$ cat src/rtl/sfc_pkg.sv
`timescale 1ns / 1ps
// ----------------------------------------------------------------------------
// Serial frame classifier package
// Shared widths, register indexes, frame constants, kind codes and types.
// ----------------------------------------------------------------------------
package sfc_pkg;

	localparam int CAPTURE_BYTES = 14;
	localparam int CNT_W = 4;
	localparam logic [CNT_W-1:0] CNT_MAX = 4'd15;
	localparam logic [CNT_W-1:0] MIN_FRAME_LEN = 4'd8;
	localparam int MAP_W = 64;
	localparam int MAP_BITS = 256;
	localparam int CFG_IDX_W = 4;

	// Configuration register indexes.
	localparam logic [CFG_IDX_W-1:0] REG_ENTRY_MAP_0 = 4'd0;
	localparam logic [CFG_IDX_W-1:0] REG_ENTRY_MAP_1 = 4'd1;
	localparam logic [CFG_IDX_W-1:0] REG_ENTRY_MAP_2 = 4'd2;
	localparam logic [CFG_IDX_W-1:0] REG_ENTRY_MAP_3 = 4'd3;
	localparam logic [CFG_IDX_W-1:0] REG_EXIT_MAP_0  = 4'd4;
	localparam logic [CFG_IDX_W-1:0] REG_EXIT_MAP_1  = 4'd5;
	localparam logic [CFG_IDX_W-1:0] REG_EXIT_MAP_2  = 4'd6;
	localparam logic [CFG_IDX_W-1:0] REG_EXIT_MAP_3  = 4'd7;

	// Frame framing and command bytes.
	localparam logic [7:0] HDR_BYTE   = 8'hAA;
	localparam logic [7:0] TAIL_BYTE  = 8'h55;
	localparam logic [7:0] CMD_E      = 8'h45;
	localparam logic [7:0] CMD_C      = 8'h43;
	localparam logic [7:0] CMD_D      = 8'h44;
	localparam logic [7:0] CMD_K      = 8'h4B;
	localparam logic [7:0] CMD_M      = 8'h4D;
	localparam logic [7:0] CMD_P      = 8'h50;
	localparam logic [7:0] CMD_O      = 8'h4F;
	localparam logic [7:0] CMD_T      = 8'h54;
	localparam logic [7:0] CMD_Q      = 8'h51;
	localparam logic [7:0] CMD_A      = 8'h41;
	localparam logic [7:0] CMD_B      = 8'h42;
	localparam logic [7:0] CMD_F      = 8'h46;
	localparam logic [7:0] VAL_ZERO   = 8'h00;
	localparam logic [7:0] VAL_ONE    = 8'h01;
	localparam logic [7:0] VAL_CC     = 8'h80;
	localparam logic [7:0] VAL_CAR_UP = 8'h80;
	localparam logic [7:0] VAL_CAR_DN = 8'h81;

	localparam logic [3:0] CARD_PAYLOAD_BYTES = 4'd3;
	localparam logic [3:0] DISP_PAYLOAD_BYTES = 4'd8;

	// Frame kind codes.
	localparam logic [4:0] K_NONE             = 5'd0;
	localparam logic [4:0] K_SUCCESS          = 5'd1;
	localparam logic [4:0] K_FAILED           = 5'd2;
	localparam logic [4:0] K_CC_EXIST         = 5'd3;
	localparam logic [4:0] K_IN_EXIST         = 5'd4;
	localparam logic [4:0] K_OUT_EXIST        = 5'd5;
	localparam logic [4:0] K_CARD             = 5'd6;
	localparam logic [4:0] K_DISPENSER        = 5'd7;
	localparam logic [4:0] K_AUDIO_END        = 5'd8;
	localparam logic [4:0] K_IN_BALLOT_LEAVE  = 5'd9;
	localparam logic [4:0] K_IN_BALLOT_ENTER  = 5'd10;
	localparam logic [4:0] K_OUT_BALLOT_LEAVE = 5'd11;
	localparam logic [4:0] K_OUT_BALLOT_ENTER = 5'd12;
	localparam logic [4:0] K_BTN_UP_NOCAR     = 5'd13;
	localparam logic [4:0] K_BTN_DOWN_NOCAR   = 5'd14;
	localparam logic [4:0] K_BTN_UP_CAR       = 5'd15;
	localparam logic [4:0] K_BTN_DOWN_CAR     = 5'd16;
	localparam logic [4:0] K_IN_GATE_LEAVE    = 5'd17;
	localparam logic [4:0] K_IN_GATE_ENTER    = 5'd18;
	localparam logic [4:0] K_OUT_GATE_LEAVE   = 5'd19;
	localparam logic [4:0] K_OUT_GATE_ENTER   = 5'd20;
	localparam logic [4:0] K_Q_SENSE_CAR      = 5'd21;
	localparam logic [4:0] K_Q_SENSE_NOCAR    = 5'd22;
	localparam logic [4:0] K_Q_BTN_OPEN       = 5'd23;
	localparam logic [4:0] K_Q_BTN_CLOSE      = 5'd24;
	localparam logic [4:0] K_Q_GATE_CAR       = 5'd25;
	localparam logic [4:0] K_Q_GATE_NOCAR     = 5'd26;
	localparam logic [4:0] K_Q_CONTROLLER     = 5'd27;

	// Snapshot of a closed frame, handed from capture to classification.
	typedef struct packed {
		logic [CAPTURE_BYTES-1:0][7:0] head;
		logic                          frame_ok;
		logic [7:0]                    prev_byte;
	} frame_snap_t;

	// A zero selects the first kind, a one the second, anything else none.
	function automatic logic [4:0] pick2(input logic [7:0] b, input logic [4:0] on0,
			input logic [4:0] on1);
		logic [4:0] k;
		if (b == VAL_ZERO) begin
			k = on0;
		end else if (b == VAL_ONE) begin
			k = on1;
		end else begin
			k = K_NONE;
		end
		return k;
	endfunction

endpackage

$ cat src/rtl/sfc_cfg_regs.sv
`timescale 1ns / 1ps
// ----------------------------------------------------------------------------
// Gate address map registers
// Holds the entry and exit gate bitmaps written through the config port.
// ----------------------------------------------------------------------------
module sfc_cfg_regs
	import sfc_pkg::*;
(
	input  logic                 clk,
	input  logic                 arst_n,
	input  logic                 cfg_we,
	input  logic [CFG_IDX_W-1:0] cfg_index,
	input  logic [MAP_W-1:0]     cfg_data,
	output logic [MAP_BITS-1:0]  entry_map,
	output logic [MAP_BITS-1:0]  exit_map
);

	logic [MAP_W-1:0] entry0_q, entry1_q, entry2_q, entry3_q;
	logic [MAP_W-1:0] exit0_q, exit1_q, exit2_q, exit3_q;

	always_ff @(posedge clk or negedge arst_n) begin
		if (!arst_n) begin
			entry0_q <= '0;
			entry1_q <= '0;
			entry2_q <= '0;
			entry3_q <= '0;
			exit0_q  <= '0;
			exit1_q  <= '0;
			exit2_q  <= '0;
			exit3_q  <= '0;
		end else if (cfg_we) begin
			case (cfg_index)
				REG_ENTRY_MAP_0: entry0_q <= cfg_data;
				REG_ENTRY_MAP_1: entry1_q <= cfg_data;
				REG_ENTRY_MAP_2: entry2_q <= cfg_data;
				REG_ENTRY_MAP_3: entry3_q <= cfg_data;
				REG_EXIT_MAP_0:  exit0_q  <= cfg_data;
				REG_EXIT_MAP_1:  exit1_q  <= cfg_data;
				REG_EXIT_MAP_2:  exit2_q  <= cfg_data;
				REG_EXIT_MAP_3:  exit3_q  <= cfg_data;
				default: ;
			endcase
		end
	end

	assign entry_map = {entry3_q, entry2_q, entry1_q, entry0_q};
	assign exit_map  = {exit3_q, exit2_q, exit1_q, exit0_q};

endmodule

$ cat src/rtl/sfc_capture.sv
`timescale 1ns / 1ps
// ----------------------------------------------------------------------------
// Frame byte capture
// Counts bytes, keeps the frame head and the previous byte, and registers a
// snapshot of the frame when its final byte arrives.
// ----------------------------------------------------------------------------
module sfc_capture
	import sfc_pkg::*;
(
	input  logic        clk,
	input  logic        arst_n,
	input  logic        accept,
	input  logic [7:0]  frame_byte,
	input  logic        end_of_frame,
	input  logic        snap_take,
	output logic        snap_valid_s1,
	output frame_snap_t snap_s1
);

	logic [CNT_W-1:0]              count_q;
	logic [CAPTURE_BYTES-1:0][7:0] head_q;
	logic [7:0]                    prev_q;

	logic [CNT_W-1:0]              count_next;
	logic [CAPTURE_BYTES-1:0][7:0] head_next;
	frame_snap_t                   snap_next;

	always_comb begin
		head_next = head_q;
		for (int i = 0; i < CAPTURE_BYTES; i++) begin
			if (count_q == CNT_W'(i)) begin
				head_next[i] = frame_byte;
			end
		end
		count_next = (count_q == CNT_MAX) ? CNT_MAX : count_q + 1'b1;

		// Entries past the byte count stay zero, so short frames read zero there.
		snap_next.head      = head_next;
		snap_next.prev_byte = prev_q;
		snap_next.frame_ok  = (count_next >= MIN_FRAME_LEN) && (head_next[0] == HDR_BYTE) &&
			(frame_byte == TAIL_BYTE);
	end

	always_ff @(posedge clk or negedge arst_n) begin
		if (!arst_n) begin
			count_q <= '0;
			head_q  <= '0;
			prev_q  <= '0;
		end else if (accept) begin
			if (end_of_frame) begin
				count_q <= '0;
				head_q  <= '0;
				prev_q  <= '0;
			end else begin
				count_q <= count_next;
				head_q  <= head_next;
				prev_q  <= frame_byte;
			end
		end
	end

	always_ff @(posedge clk or negedge arst_n) begin
		if (!arst_n) begin
			snap_valid_s1 <= 1'b0;
		end else if (accept && end_of_frame) begin
			snap_valid_s1 <= 1'b1;
		end else if (snap_take) begin
			snap_valid_s1 <= 1'b0;
		end
	end

	always_ff @(posedge clk) begin
		if (accept && end_of_frame) begin
			snap_s1 <= snap_next;
		end
	end

endmodule

$ cat src/rtl/sfc_classify.sv
`timescale 1ns / 1ps
// ----------------------------------------------------------------------------
// Frame classification
// Decodes the frame kind from a snapshot and registers the result fields.
// ----------------------------------------------------------------------------
module sfc_classify
	import sfc_pkg::*;
(
	input  logic                clk,
	input  logic                arst_n,
	input  logic                snap_valid_s1,
	input  frame_snap_t         snap_s1,
	input  logic [MAP_BITS-1:0] entry_map,
	input  logic [MAP_BITS-1:0] exit_map,
	input  logic                out_stall,
	output logic                snap_take,
	output logic                out_valid,
	output logic [4:0]          frame_kind,
	output logic [15:0]         length_field,
	output logic [7:0]          node_address,
	output logic [7:0]          checksum_byte,
	output logic [63:0]         payload,
	output logic [3:0]          payload_bytes
);

	logic       out_free;
	logic [7:0] b3, b4, b5, b6;
	logic       in_hit, out_hit;
	logic [4:0] kind;
	logic [4:0] kind_d;
	logic [15:0] len_d;
	logic [7:0]  addr_d, csum_d;
	logic [63:0] pay_d;
	logic [3:0]  nbytes_d;

	assign out_free  = !out_valid || !out_stall;
	assign snap_take = snap_valid_s1 && out_free;

	assign b3 = snap_s1.head[3];
	assign b4 = snap_s1.head[4];
	assign b5 = snap_s1.head[5];
	assign b6 = snap_s1.head[6];
	assign in_hit  = entry_map[b5];
	assign out_hit = exit_map[b5];

	always_comb begin
		kind = K_NONE;
		if (b3 == CMD_E) begin
			if (b4 == CMD_C) begin
				kind = pick2(b6, K_SUCCESS, K_FAILED);
			end else if (b4 == CMD_D) begin
				if (b5 == VAL_CC) begin
					kind = K_CC_EXIST;
				end else if (in_hit) begin
					kind = K_IN_EXIST;
				end else if (out_hit) begin
					kind = K_OUT_EXIST;
				end
			end
		end else if (b3 == CMD_K && (b4 == VAL_ZERO || b4 == VAL_ONE)) begin
			kind = K_CARD;
		end else if (b3 == CMD_M && b4 == CMD_C) begin
			kind = K_DISPENSER;
		end else if (b3 == CMD_P && b4 == CMD_O) begin
			kind = K_AUDIO_END;
		end else if (b3 == CMD_T) begin
			if (b4 == CMD_B) begin
				if (in_hit) begin
					kind = pick2(b6, K_IN_BALLOT_LEAVE, K_IN_BALLOT_ENTER);
				end else if (out_hit) begin
					kind = pick2(b6, K_OUT_BALLOT_LEAVE, K_OUT_BALLOT_ENTER);
				end
			end else if (b4 == CMD_C) begin
				if (b6 == VAL_CAR_UP) begin
					kind = K_BTN_UP_CAR;
				end else if (b6 == VAL_CAR_DN) begin
					kind = K_BTN_DOWN_CAR;
				end else begin
					kind = pick2(b6, K_BTN_UP_NOCAR, K_BTN_DOWN_NOCAR);
				end
			end else if (b4 == CMD_D) begin
				kind = pick2(b6, K_BTN_UP_CAR, K_BTN_DOWN_CAR);
			end else if (b4 == CMD_F) begin
				if (in_hit) begin
					kind = pick2(b6, K_IN_GATE_LEAVE, K_IN_GATE_ENTER);
				end else if (out_hit) begin
					kind = pick2(b6, K_OUT_GATE_LEAVE, K_OUT_GATE_ENTER);
				end
			end
		end else if (b3 == CMD_Q) begin
			if (b4 == CMD_B) begin
				kind = pick2(b6, K_Q_SENSE_CAR, K_Q_SENSE_NOCAR);
			end else if (b4 == CMD_C) begin
				kind = pick2(b6, K_Q_BTN_OPEN, K_Q_BTN_CLOSE);
			end else if (b4 == CMD_F) begin
				kind = pick2(b6, K_Q_GATE_CAR, K_Q_GATE_NOCAR);
			end else if (b4 == CMD_A) begin
				kind = K_Q_CONTROLLER;
			end
		end
	end

	always_comb begin
		kind_d   = '0;
		len_d    = '0;
		addr_d   = '0;
		csum_d   = '0;
		pay_d    = '0;
		nbytes_d = '0;
		// A rejected frame reports every field as zero.
		if (snap_s1.frame_ok) begin
			kind_d = kind;
			len_d  = {snap_s1.head[2], snap_s1.head[1]};
			addr_d = b5;
			csum_d = snap_s1.prev_byte;
			if (kind == K_CARD) begin
				nbytes_d = CARD_PAYLOAD_BYTES;
				pay_d    = {40'd0, snap_s1.head[8], snap_s1.head[7], snap_s1.head[6]};
			end else if (kind == K_DISPENSER) begin
				nbytes_d = DISP_PAYLOAD_BYTES;
				pay_d    = {snap_s1.head[13], snap_s1.head[12], snap_s1.head[11],
					snap_s1.head[10], snap_s1.head[9], snap_s1.head[8],
					snap_s1.head[7], snap_s1.head[6]};
			end
		end
	end

	always_ff @(posedge clk or negedge arst_n) begin
		if (!arst_n) begin
			out_valid <= 1'b0;
		end else if (out_free) begin
			out_valid <= snap_valid_s1;
		end
	end

	always_ff @(posedge clk) begin
		if (snap_take) begin
			frame_kind    <= kind_d;
			length_field  <= len_d;
			node_address  <= addr_d;
			checksum_byte <= csum_d;
			payload       <= pay_d;
			payload_bytes <= nbytes_d;
		end
	end

endmodule

$ cat src/rtl/serial_frame_classifier_unit.sv
`timescale 1ns / 1ps
// ----------------------------------------------------------------------------
// Serial frame classifier
// Takes uplink frame bytes, one per cycle unless stalled, and gives one
// classified result per frame: kind, length field, address, checksum byte and
// payload. Two register stages: the snapshot register and the result register.
// Throughput: one byte per cycle unless in_stall is high; the snapshot and
// result registers let a new frame proceed while a result waits to be taken.
// Reset clears the gate maps, the byte count and the captured frame bytes.
// ----------------------------------------------------------------------------
module serial_frame_classifier_unit
	import sfc_pkg::*;
(
	input  logic                 clk,
	input  logic                 arst_n,
	input  logic                 in_valid,
	output logic                 in_stall,
	input  logic [7:0]           frame_byte,
	input  logic                 end_of_frame,
	output logic                 out_valid,
	input  logic                 out_stall,
	output logic [4:0]           frame_kind,
	output logic [15:0]          length_field,
	output logic [7:0]           node_address,
	output logic [7:0]           checksum_byte,
	output logic [63:0]          payload,
	output logic [3:0]           payload_bytes,
	input  logic                 cfg_we,
	input  logic [CFG_IDX_W-1:0] cfg_index,
	input  logic [MAP_W-1:0]     cfg_data
);

	logic                accept;
	logic                snap_valid_s1;
	logic                snap_take;
	frame_snap_t         snap_s1;
	logic [MAP_BITS-1:0] entry_map;
	logic [MAP_BITS-1:0] exit_map;

	// Stall only when a snapshot is parked and cannot move into the result register.
	assign in_stall = snap_valid_s1 && !snap_take;
	assign accept   = in_valid && !in_stall;

	sfc_cfg_regs u_cfg (
		.clk       (clk),
		.arst_n    (arst_n),
		.cfg_we    (cfg_we),
		.cfg_index (cfg_index),
		.cfg_data  (cfg_data),
		.entry_map (entry_map),
		.exit_map  (exit_map)
	);

	sfc_capture u_capture (
		.clk           (clk),
		.arst_n        (arst_n),
		.accept        (accept),
		.frame_byte    (frame_byte),
		.end_of_frame  (end_of_frame),
		.snap_take     (snap_take),
		.snap_valid_s1 (snap_valid_s1),
		.snap_s1       (snap_s1)
	);

	sfc_classify u_classify (
		.clk           (clk),
		.arst_n        (arst_n),
		.snap_valid_s1 (snap_valid_s1),
		.snap_s1       (snap_s1),
		.entry_map     (entry_map),
		.exit_map      (exit_map),
		.out_stall     (out_stall),
		.snap_take     (snap_take),
		.out_valid     (out_valid),
		.frame_kind    (frame_kind),
		.length_field  (length_field),
		.node_address  (node_address),
		.checksum_byte (checksum_byte),
		.payload       (payload),
		.payload_bytes (payload_bytes)
	);

endmodule
$ cat config.mk
export PLATFORM = sky130hd
export DESIGN_NAME = serial_frame_classifier_unit
export DESIGN_NICKNAME = d
export VERILOG_FILES = /design/src/rtl/sfc_pkg.sv /design/src/rtl/sfc_cfg_regs.sv /design/src/rtl/sfc_capture.sv /design/src/rtl/sfc_classify.sv /design/src/rtl/serial_frame_classifier_unit.sv
export SDC_FILE = /design/constraint.sdc
export NUM_CORES = 1
export LEC_CHECK = 0
export BUFFER_PORTS_ARGS = -buffer_cell sky130_fd_sc_hd__buf_2
export CELL_PAD_IN_SITES_DETAIL_PLACEMENT = 1
export CELL_PAD_IN_SITES_GLOBAL_PLACEMENT = 2
export CORE_MARGIN = 2
export CORE_UTILIZATION = 45
export DETAILED_ROUTE_END_ITERATION = 6
export PLACE_DENSITY_LB_ADDON = 0.05
export SLEW_MARGIN = 20
export SYNTH_ARGS = -nofsm -noshare
export SYNTH_HDL_FRONTEND = slang
export SYNTH_SLANG_ARGS = --single-unit
$ cat constraint.sdc
create_clock -name clk -period 12.2 [get_ports clk]
set_clock_uncertainty 0.05 [all_clocks]
set_input_delay 0.61 -clock clk [delete_from_list [all_inputs] [get_ports clk]]
set_output_delay 0.61 -clock clk [all_outputs]
set_load 0.02 [all_outputs]
==> results_tabular.tex, run 1 <==
\begin{tabular}{lr}
\hline
Metric & Value \\
\hline
\multicolumn{2}{l}{\textbf{Run status}} \\
Result of the run & complete, but fails checks \\
Violations in the final reports & negative hold slack \\
\multicolumn{2}{l}{\textbf{Global routing}} \\
Number of global-route vias before repair & 25200 \\
Wire length of the first global-routing pass & 160000 um \\
Initial antenna violation count & 7 \\
Tot GR Track Use & 0.245 \\
Pin count of the biggest net entering global routing & 179 \\
Global route total overflow & 0 \\
\multicolumn{2}{l}{\textbf{Clock network}} \\
Clock slew seen by the registers of the worst setup and hold paths & 0.06 ns \\
TritonCTS Sinks & 854 \\
Clock tree buffer depth & 3 \\
Number of buffers inserted to repair setup after CTS & 0 \\
\# H-tree levels & 3 \\
Number of buffers added to fix hold violations after cts & 0 \\
Total clock buffers created by CTS & 96 \\
Number of gates resized after cts & 0 \\
Clock tree from TritonCTS & done \\
Clock root buffer master & sky130\_fd\_sc\_hd\_\_clkbuf\_16 \\
Clock insertion delay at the later pin of the skew report & 0.66 ns \\
\multicolumn{2}{l}{\textbf{Place}} \\
Placer Congestion & 0.792 \\
Detailed-placement wirelength estimate & 63600 um \\
Number of I/O port buffers & 187 \\
\multicolumn{2}{l}{\textbf{Synthesis}} \\
Number of distinct library cell variants in the gate-level netlist after synthesis & 73 \\
Flip-flop and latch count after synthesis & 854 \\
Cell type with the largest total area after synthesis & sky130\_fd\_sc\_hd\_\_dfrtp\_1 \\
Synth Warn \# & 0 \\
Dominant synthesized flop cell & sky130\_fd\_sc\_hd\_\_dfrtp\_1 \\
Average instance area after synthesis & 14.2 um2 \\
Synth async-reset ratio & 0.747 \\
Fraction of synthesized cell area taken by the top area cell type & 0.424 \\
Synthesized cell area & 37700 um2 \\
Number of nets in the synthesized netlist & 2729 \\
Cells after Synth & 2643 \\
Proportion of synthesized chip area in sequential cells & 0.596 \\
Largest cells by area after synthesis & sky130\_fd\_sc\_hd\_\_dfrtp\_1 (42\%), sky130\_fd\_sc\_hd\_\_mux2\_2 (19\%), sky130\_fd\_sc\_hd\_\_edfxtp\_1 (17\%) \\
Number of enable-type register cells in the synthesized netlist & 216 \\
\multicolumn{2}{l}{\textbf{Timing}} \\
Final TNS setup & 0 ns \\
Unrepaired setup endpoints after global routing & false \\
Worst Tran Pin Value & 1.06 ns \\
Final min period & 5.60 ns \\
Setup violators final & 0 \\
Count of final hold-check violations & 15 \\
Fmax & 179 MHz \\
Tcrit/Tclk final & 0.459 \\
Hold slack final & -0.0254 ns \\
Number of slew-limit violations in the final report & 0 \\
Slew margin rel. & 0.294 \\
\multicolumn{2}{l}{\textbf{Floorplan}} \\
Top Ports & 189 \\
Full die area & 86000 um2 \\
Starting Density & 0.452 \\
Die boundary height & 293 um \\
Area inside the core boundary & 83300 um2 \\
Placement row count & 106 \\
Die X & 293 um \\
\multicolumn{2}{l}{\textbf{Worst setup path}} \\
Critical path class & reg -> reg \\
Worst Path Arrival & 6.06 ns \\
Max incr delay on CP & 0.59 ns \\
Buffer and inverter count on the worst path & 3 \\
Cell occurring most often along the worst timing path & sky130\_fd\_sc\_hd\_\_buf\_4 \\
Worst path required time & 12.66 ns \\
Master of the slowest instance on the critical path & sky130\_fd\_sc\_hd\_\_mux4\_2 \\
Sort of element at the start of the critical path & register \\
Crit path max-delay family & buffers and inverters \\
CP endpoint kind & register \\
Largest fanout of any net on the critical path & 92 \\
Cell-by-cell listing of the critical path & buf\_4 > buf\_12 > mux4\_2 > mux2i\_1 > o22ai\_1 > a31oi\_1 > o32ai\_1 > or3\_1 > o32a\_1 > a2111oi\_4 > buf\_4 > and3\_1 \\
\multicolumn{2}{l}{\textbf{Finish}} \\
Commonest cells after routing, fill and taps aside & sky130\_fd\_sc\_hd\_\_mux2\_2 (640), sky130\_fd\_sc\_hd\_\_dfrtp\_1 (638), sky130\_fd\_sc\_hd\_\_nand2\_1 (272) \\
Commonest non-fill, non-tap cell in the layout & sky130\_fd\_sc\_hd\_\_mux2\_2 \\
Share of post-route cells with drive strength above 1 & 0.390 \\
Post-layout nets & 2866 \\
Area growth from synthesis to layout & 13.2\% \\
\multicolumn{2}{l}{\textbf{Routing}} \\
Average wire per cell in the routed design & 26.3 um \\
Vias per Instance & 5.75 \\
Detailed Route WL & 104000 um \\
Final ANT Viol Nets & 0 \\
Number of remaining DRC errors & 0 \\
Initial DRT Pass Iterations & 5 \\
Via count & 22700 \\
First-iteration detailed-routing DRC count & 1138 \\
\multicolumn{2}{l}{\textbf{Worst hold path}} \\
Type of the tightest min-delay check & in -> async \\
\multicolumn{2}{l}{\textbf{Pwr}} \\
Maximum VDD drop & 0.107 mV \\
Total power per unit cell area & 178 nW/um2 \\
P\_leak & 18.0 nW \\
\multicolumn{2}{l}{\textbf{Flow run}} \\
Number of max-cap violations & 0 \\
\hline
\end{tabular}
[synth_stat cells, drive strengths merged (11+ instances only)]
cell and instances:
buf 58, clkbuf 123, dfrtp 638, nor2b 16
a21oi 21, o21ai 114, a22oi 23, mux2i 70
nand2b 12, and2 63, inv 11, nand3 42
nor3 11, nor2 31, mux4 95, and3 44
mux2 640, edfxtp 216, nand2 274
[layout make-up]
cell class,instances,area (um2)
inverter,12,46.3
fill,8136,40700
clock buffer,152,2810
clock inverter,28,348
antenna,1,2.50
tap,1080,1350
sequential,854,22500
multi-input combinational,1596,14400
timing repair buffer,220,1240
[report_power, final]
group | switching (mW) | leakage [nW] | internal (mW)
sequential | 0.235 | 10.1 | 3.40
combinational | 0.499 | 6.33 | 0.554
clock | 1.18 | 1.55 | 1.71
total | 1.92 | 18.0 | 5.67
[flip-flops by register name, summed over array words and instances (netlist names)]
| name | flops |
|---|---|
| u_cfg.exit3_q | 64 |
| u_cfg.entry2_q | 64 |
| u_classify.payload_bytes | 2 |
| u_classify.node_address | 8 |
| u_capture.count_q | 4 |
| u_capture.head_q | 112 |
| u_cfg.exit2_q | 64 |
| u_classify.payload | 64 |
| u_cfg.entry1_q | 64 |
| u_classify.length_field | 16 |
| u_cfg.exit0_q | 64 |
| u_classify.out_valid | 1 |
| u_cfg.entry0_q | 64 |
| u_capture.prev_q | 8 |
| u_cfg.exit1_q | 64 |
| u_classify.checksum_byte | 8 |
| u_classify.frame_kind | 5 |
| u_cfg.entry3_q | 64 |
| u_capture.snap_s1 | 113 |
| u_capture.snap_valid_s1 | 1 |
[layer usage]
layer / up-vias / GRT usage / wire (um)
met3: 182 / 0.0391 / 3780
met1: 12100 / 0.318 / 44400
met5: - / 0 / 70
met4: 12 / 0.0752 / 2800
li1: 9979 / - / -
met2: 373 / 0.424 / 52700
[through the flow]
| stage | util | setup slack (ns) | power, mW | cells | cell area (um2) |
|---|---|---|---|---|---|
| floorplan | - | 3.39 | 4.36 | 2643 | 37700 |
| global placement | 0.474 | 6.67 | 4.68 | 3762 | 39500 |
| detailed placement | 0.474 | 6.58 | 4.76 | 3762 | 39500 |
| CTS | 0.512 | 6.59 | 7.68 | 3942 | 42600 |
| global route | 0.512 | 6.36 | 7.91 | 3942 | 42600 |
| finish | 0.512 | 6.60 | 7.58 | 3943 | 42600 |
[cell families (layout without fill, tap and decap cells)]
logic type | after synthesis | count (layout) | synth area share
AOI/OAI and AO/OA | 231 | 231 | 0.0394
adders and majority gates | 4 | 4 | 0.00133
buffers and inverters | 193 | 412 | 0.0239
DFF | 854 | 854 | 0.596
muxes | 805 | 805 | 0.267
other | 1 | 2 | 0.0000996
and+or+nand+nor | 555 | 555 | 0.0722
[final timing paths]
path,startpoint,cells past startpoint,slack [ns],endpoint
worst max register to register,u_capture.snap_s1[50],12,6.60,u_classify.payload[43]
min in group clk,out_stall,2,0.18,u_classify.out_valid
worst min register to register,u_capture.prev_q[7],0,0.40,u_capture.snap_s1[7]
worst min-delay path,arst_n,1,-0.03,u_cfg.entry0_q[43]
worst max-delay path,u_capture.snap_s1[50],12,6.60,u_classify.payload[43]
max in group asynchronous,arst_n,3,9.76,u_cfg.entry2_q[60]
No activity file was read; power rests on OpenSTA's default activity.
==> run 2, diff against run 1 <==
clock period = 5.28 ns   (was 12.2 ns; I/O delays follow)
==> results_tabular.tex, run 2 (synthesized netlist as in run 1, its figures left out) <==
\begin{tabular}{lr}
\hline
Metric & Value \\
\hline
\multicolumn{2}{l}{\textbf{Finish}} \\
Commonest non-fill, non-tap cell in the layout & sky130\_fd\_sc\_hd\_\_mux2\_2 \\
Post-route cell area & 43600 um2 \\
Share of post-route cells with drive strength above 1 & 0.391 \\
Area growth from synthesis to layout & 15.7\% \\
Commonest cells after routing, fill and taps aside & sky130\_fd\_sc\_hd\_\_mux2\_2 (640), sky130\_fd\_sc\_hd\_\_dfrtp\_1 (638), sky130\_fd\_sc\_hd\_\_nand2\_1 (272) \\
Number of inserted filler cells in the final layout & 8067 \\
Post-layout nets & 2942 \\
Seq. cell area & 22500 um2 \\
Biggest registers after layout & u\_capture.snap\_s1: 113 flops, u\_capture.head\_q: 112 flops \\
Largest register FFs & 113 \\
Area taken by multi-input logic gates & 14400 um2 \\
Largest Register & u\_capture.snap\_s1 \\
\multicolumn{2}{l}{\textbf{Worst setup path}} \\
Largest fanout of any net on the critical path & 66 \\
CP endpoint kind & register \\
Worst Path Arrival & 5.27 ns \\
Origin of the worst setup path & u\_capture.snap\_s1[51] \\
Worst path required time & 5.76 ns \\
Sort of element at the start of the critical path & register \\
Critical path class & reg -> reg \\
R2R Path Start & u\_capture.snap\_s1[51] \\
\multicolumn{2}{l}{\textbf{Place}} \\
Placer Congestion & 0.812 \\
Placed cell areas & 39700 um2 \\
Detailed-placement wirelength estimate & 65700 um \\
Number of I/O port buffers & 187 \\
Worst Setup Slack post-DPL & 0.546 ns \\
\multicolumn{2}{l}{\textbf{Worst hold path}} \\
Source of the worst hold timing path & cfg\_data[23] \\
Type of the tightest min-delay check & in -> reg \\
\multicolumn{2}{l}{\textbf{Pwr}} \\
Final Total Pwr & 17.8 mW \\
P\_leak & 18.4 nW \\
Maximum VDD drop & 0.261 mV \\
Total power per unit cell area & 409 nW/um2 \\
\multicolumn{2}{l}{\textbf{Clock network}} \\
Total clock buffers created by CTS & 95 \\
Clock slew seen by the registers of the worst setup and hold paths & 0.06 ns \\
\# H-tree levels & 3 \\
TritonCTS Sinks & 854 \\
Clock tree from TritonCTS & done \\
Clock root buffer master & sky130\_fd\_sc\_hd\_\_clkbuf\_16 \\
Number of buffers inserted to repair setup after CTS & 0 \\
Number of buffers added to fix hold violations after cts & 58 \\
Clock tree buffer depth & 3 \\
Number of gates resized after cts & 0 \\
Clock insertion delay at the later pin of the skew report & 0.66 ns \\
\multicolumn{2}{l}{\textbf{Routing}} \\
Vias per Instance & 5.76 \\
Number of remaining DRC errors & 0 \\
Initial DRT Pass Iterations & 5 \\
First-iteration detailed-routing DRC count & 1331 \\
Detailed Route WL & 106000 um \\
Via count & 23100 \\
Average wire per cell in the routed design & 26.3 um \\
Final ANT Viol Nets & 0 \\
\multicolumn{2}{l}{\textbf{Timing}} \\
Setup violators final & 0 \\
Tcrit/Tclk final & 0.909 \\
Hold slack final & 0.0157 ns \\
Worst Tran Pin Value & 1.11 ns \\
Number of slew-limit violations in the final report & 0 \\
Final TNS setup & 0 ns \\
Count of final hold-check violations & 0 \\
Setup slack after layout & 0.482 ns \\
Fmax & 208 MHz \\
Final min period & 4.80 ns \\
Unrepaired setup endpoints after global routing & false \\
Slew margin rel. & 0.262 \\
\multicolumn{2}{l}{\textbf{Floorplan}} \\
Starting Density & 0.452 \\
Placement row count & 106 \\
Full die area & 86000 um2 \\
Area inside the core boundary & 83300 um2 \\
Die boundary height & 293 um \\
Die X & 293 um \\
Top Ports & 189 \\
\multicolumn{2}{l}{\textbf{Global routing}} \\
Initial antenna violation count & 6 \\
Number of global-route vias before repair & 25500 \\
Tot GR Track Use & 0.250 \\
Pin count of the biggest net entering global routing & 168 \\
Wire length of the first global-routing pass & 163000 um \\
Global route total overflow & 0 \\
\multicolumn{2}{l}{\textbf{Run status}} \\
Result of the run & finished, final reports clean \\
\multicolumn{2}{l}{\textbf{Flow run}} \\
Number of max-cap violations & 0 \\
\hline
\end{tabular}
-- run 2: cell type report --
class	count	share of cell area
Timing Repair Buffer	297	0.0480
Sequential cell	854	0.515
Multi-Input combinational cell	1596	0.330
Clock buffer	134	0.0623
Inverter	12	0.00106
Antenna cell	2	0.000115
Clock inverter	40	0.0123
Tap cell	1080	0.0310
-- run 2: metal layers --
layer  global-route usage  routed length [um]
met1                0.326               45100
met2                0.431               53500
met3               0.0353                3840
met4               0.0823                3210
met5                    0                  52
-- run 2: final timing paths --
| check | slack, ns | cells after the start | end |
|---|---|---|---|
| worst min register to register | 0.40 | 0 | u_capture.snap_s1[5] |
| worst max-delay path | 0.48 | 11 | u_classify.payload[31] |
| max in group asynchronous | 3.47 | 3 | u_classify.out_valid |
| worst min-delay path | 0.02 | 2 | u_cfg.exit3_q[23] |
| worst max register to register | 0.48 | 11 | u_classify.payload[31] |
| min in group asynchronous | 0.15 | 2 | u_cfg.exit1_q[45] |
-- run 2: worst max-delay path, cell delays in order (launching register included) --
cell	delay, ns
sky130_fd_sc_hd__edfxtp_1	1.04
sky130_fd_sc_hd__buf_12	0.30
sky130_fd_sc_hd__mux4_2	0.31
sky130_fd_sc_hd__mux2i_1	0.28
sky130_fd_sc_hd__o22ai_1	0.12
sky130_fd_sc_hd__a31oi_1	0.44
sky130_fd_sc_hd__o32ai_1	0.34
sky130_fd_sc_hd__or3_1	0.44
sky130_fd_sc_hd__o32a_1	0.40
sky130_fd_sc_hd__a2111oi_4	0.34
sky130_fd_sc_hd__buf_12	0.29
sky130_fd_sc_hd__and3_1	0.22
-- run 2: per-stage QoR --
step / cells / util
4_1_cts: 4012 / 0.523
2_1_floorplan: 2643 / -
6_report: 4015 / 0.523
3_5_place_dp: 3780 / 0.477
5_1_grt: 4014 / 0.523
3_3_place_gp: 3780 / 0.477
-- run 2: where the power goes --
part | leakage [nW] | total, mW | switching, mW | internal, mW
combinational | 6.70 | 2.55 | 1.22 | 1.33
clock | 1.60 | 6.84 | 2.80 | 4.04
sequential | 10.1 | 8.42 | 0.561 | 7.86
total | 18.4 | 17.8 | 4.58 | 13.2
==> run 3, diff against run 2 <==
CORE_UTILIZATION = 40   (was 45)
==> results_tabular.tex, run 3 (synthesized netlist as in run 1, its figures left out) <==
\begin{tabular}{lr}
\hline
Metric & Value \\
\hline
\multicolumn{2}{l}{\textbf{Routing}} \\
Sum of met3 wire segment lengths after detailed routing & 3720 um \\
Met2 Routed Length & 53000 um \\
First-iteration detailed-routing DRC count & 1230 \\
Initial DRT Pass Iterations & 4 \\
Vias per Instance & 5.45 \\
Detailed Route WL & 106000 um \\
Detailed-route wire length on metal 1 & 46300 um \\
Final ANT Viol Nets & 0 \\
Via count & 22800 \\
Number of remaining DRC errors & 0 \\
Top sig layer & met5 \\
Average wire per cell in the routed design & 25.4 um \\
\multicolumn{2}{l}{\textbf{Timing}} \\
Setup violators final & 0 \\
Count of final hold-check violations & 0 \\
Unrepaired setup endpoints after global routing & false \\
Final TNS setup & 0 ns \\
Number of slew-limit violations in the final report & 0 \\
Slew margin rel. & 0.246 \\
Setup slack after layout & 0.681 ns \\
Tcrit/Tclk final & 0.871 \\
Fmax & 217 MHz \\
Final min period & 4.60 ns \\
Worst Tran Pin Value & 1.12 ns \\
\multicolumn{2}{l}{\textbf{Global routing}} \\
Number of global-route vias before repair & 25400 \\
Global route total overflow & 0 \\
Wire length of the first global-routing pass & 164000 um \\
Pin count of the biggest net entering global routing & 147 \\
Initial antenna violation count & 5 \\
Tot GR Track Use & 0.222 \\
\multicolumn{2}{l}{\textbf{Pwr}} \\
Share of power burned in combinational logic & 0.144 \\
Switch Pwr & 4.52 mW \\
Maximum VDD drop & 0.223 mV \\
Internal power & 13.2 mW \\
Switching Share & 0.255 \\
Total power per unit cell area & 405 nW/um2 \\
P\_leak & 18.4 nW \\
Fraction of power consumed by the clock network & 0.380 \\
Fraction of power consumed by sequential logic & 0.476 \\
\multicolumn{2}{l}{\textbf{Worst setup path}} \\
CP endpoint kind & register \\
Sort of element at the start of the critical path & register \\
Buffer and inverter count on the worst path & 2 \\
Max incr delay on CP & 0.72 ns \\
Crit path max-delay family & compound AO/OA/AOI/OAI gates \\
Master of the slowest instance on the critical path & sky130\_fd\_sc\_hd\_\_edfxtp\_1 \\
Cell-by-cell listing of the critical path & buf\_4 > mux4\_2 > mux2i\_1 > o22ai\_1 > a31oi\_1 > o32ai\_1 > or3\_1 > o32a\_1 > a2111oi\_4 > buf\_12 > and3\_1 \\
Worst path required time & 5.75 ns \\
Critical path depth in cells & 11 \\
Largest fanout of any net on the critical path & 66 \\
Worst Path Arrival & 5.07 ns \\
Critical path class & reg -> reg \\
Cells on worst reg2reg path & 11 \\
\multicolumn{2}{l}{\textbf{Floorplan}} \\
Starting Density & 0.403 \\
Area inside the core boundary & 93300 um2 \\
Placement row count & 112 \\
Full die area & 96600 um2 \\
Top Ports & 189 \\
Die X & 311 um \\
Die boundary height & 311 um \\
\multicolumn{2}{l}{\textbf{Clock network}} \\
Clock root buffer master & sky130\_fd\_sc\_hd\_\_clkbuf\_16 \\
Clock tree buffer depth & 3 \\
TritonCTS Sinks & 854 \\
Number of buffers inserted to repair setup after CTS & 0 \\
Clock slew seen by the registers of the worst setup and hold paths & 0.06 ns \\
Clock tree from TritonCTS & done \\
Clock insertion delay at the later pin of the skew report & 0.66 ns \\
\# H-tree levels & 3 \\
Total clock buffers created by CTS & 97 \\
\multicolumn{2}{l}{\textbf{Flow run}} \\
Number of max-cap violations & 0 \\
\multicolumn{2}{l}{\textbf{Finish}} \\
Biggest registers after layout & u\_capture.snap\_s1: 113 flops, u\_capture.head\_q: 112 flops \\
Number of inserted filler cells in the final layout & 9304 \\
Largest register FFs & 113 \\
Post-layout nets & 2937 \\
Largest Register & u\_capture.snap\_s1 \\
End-of-flow core utilization & 0.468 \\
Commonest cells after routing, fill and taps aside & sky130\_fd\_sc\_hd\_\_mux2\_2 (640), sky130\_fd\_sc\_hd\_\_dfrtp\_1 (638), sky130\_fd\_sc\_hd\_\_nand2\_1 (272) \\
Commonest non-fill, non-tap cell in the layout & sky130\_fd\_sc\_hd\_\_mux2\_2 \\
Area taken by multi-input logic gates & 14400 um2 \\
Share of post-route cells with drive strength above 1 & 0.388 \\
Area growth from synthesis to layout & 16.0\% \\
Seq. cell area & 22500 um2 \\
\multicolumn{2}{l}{\textbf{Worst hold path}} \\
Type of the tightest min-delay check & in -> reg \\
Hold path depth & 2 \\
\multicolumn{2}{l}{\textbf{Place}} \\
Number of I/O port buffers & 187 \\
Detailed-placement wirelength estimate & 66500 um \\
Worst Setup Slack post-DPL & 0.703 ns \\
Placer Congestion & 0.774 \\
\multicolumn{2}{l}{\textbf{Run status}} \\
Result of the run & finished, final reports clean \\
\hline
\end{tabular}
[run 3: path summary, 6_finish.rpt]
path / endpoint / slack, ns / startpoint
worst min-delay path: u_cfg.exit1_q[24] / 0.03 / cfg_data[24]
worst max register to register: u_classify.payload[52] / 0.68 / u_capture.snap_s1[50]
max in group asynchronous: u_cfg.entry1_q[27] / 3.57 / arst_n
min in group asynchronous: u_cfg.exit3_q[41] / 0.20 / arst_n
worst min register to register: u_capture.snap_s1[0] / 0.41 / u_capture.prev_q[0]
worst max-delay path: u_classify.payload[52] / 0.68 / u_capture.snap_s1[50]
[run 3: power by group through the flow]
| stage | Sequential (mW) | Clock, mW | Combinational, mW |
|---|---|---|---|
| after global placement | 8.47 | 0 | 2.46 |
| after floorplan | 8.36 | 0 | 1.69 |
| after global routing | 8.55 | 7.19 | 2.76 |
| after CTS | 8.42 | 6.92 | 2.60 |
| after detailed placement | 8.53 | 0 | 2.55 |
| final | 8.42 | 6.72 | 2.55 |
[run 3: layer usage]
metal,up-vias,track usage
met3,169,0.0359
li1,10100,-
met4,8,0.0751
met2,392,0.377
met1,12200,0.291
met5,-,0
[run 3: worst register-to-register path, stage by stage, from the launching register on]
cell and delay [ns]:
sky130_fd_sc_hd__edfxtp_1 0.72, sky130_fd_sc_hd__buf_4 0.32, sky130_fd_sc_hd__mux4_2 0.51, sky130_fd_sc_hd__mux2i_1 0.29, sky130_fd_sc_hd__o22ai_1 0.14, sky130_fd_sc_hd__a31oi_1 0.37, sky130_fd_sc_hd__o32ai_1 0.31, sky130_fd_sc_hd__or3_1 0.44
sky130_fd_sc_hd__o32a_1 0.40, sky130_fd_sc_hd__a2111oi_4 0.35, sky130_fd_sc_hd__buf_12 0.30, sky130_fd_sc_hd__and3_1 0.27
[run 3: metrics by stage]
| step | cells | power [mW] | hold WS, ns | area [um2] |
|---|---|---|---|---|
| after floorplan | 2643 | 10.1 | -0.0816 | 37700 |
| after global placement | 3944 | 10.9 | 0.355 | 39800 |
| after detailed placement | 3944 | 11.1 | 0.343 | 39900 |
| after CTS | 4185 | 17.9 | 0.000342 | 43700 |
| after global routing | 4185 | 18.5 | 0.0116 | 43700 |
| final | 4186 | 17.7 | 0.0316 | 43700 |
[run 3: area by class of cell]
cell class                      instances  share of cell area
Multi-Input combinational cell       1596               0.329
Clock inverter                         41             0.00782
Timing Repair Buffer                  290              0.0464
Tap cell                             1254              0.0359
Sequential cell                       854               0.514
Inverter                               12             0.00106
Antenna cell                            1           0.0000573
Clock buffer                          138              0.0654
[run 3: timing repair]
action | CTS | global route
gates resized for setup | 0 | 0
hold buffers | 62 | 0
hold endpoints to repair | 575 | 0
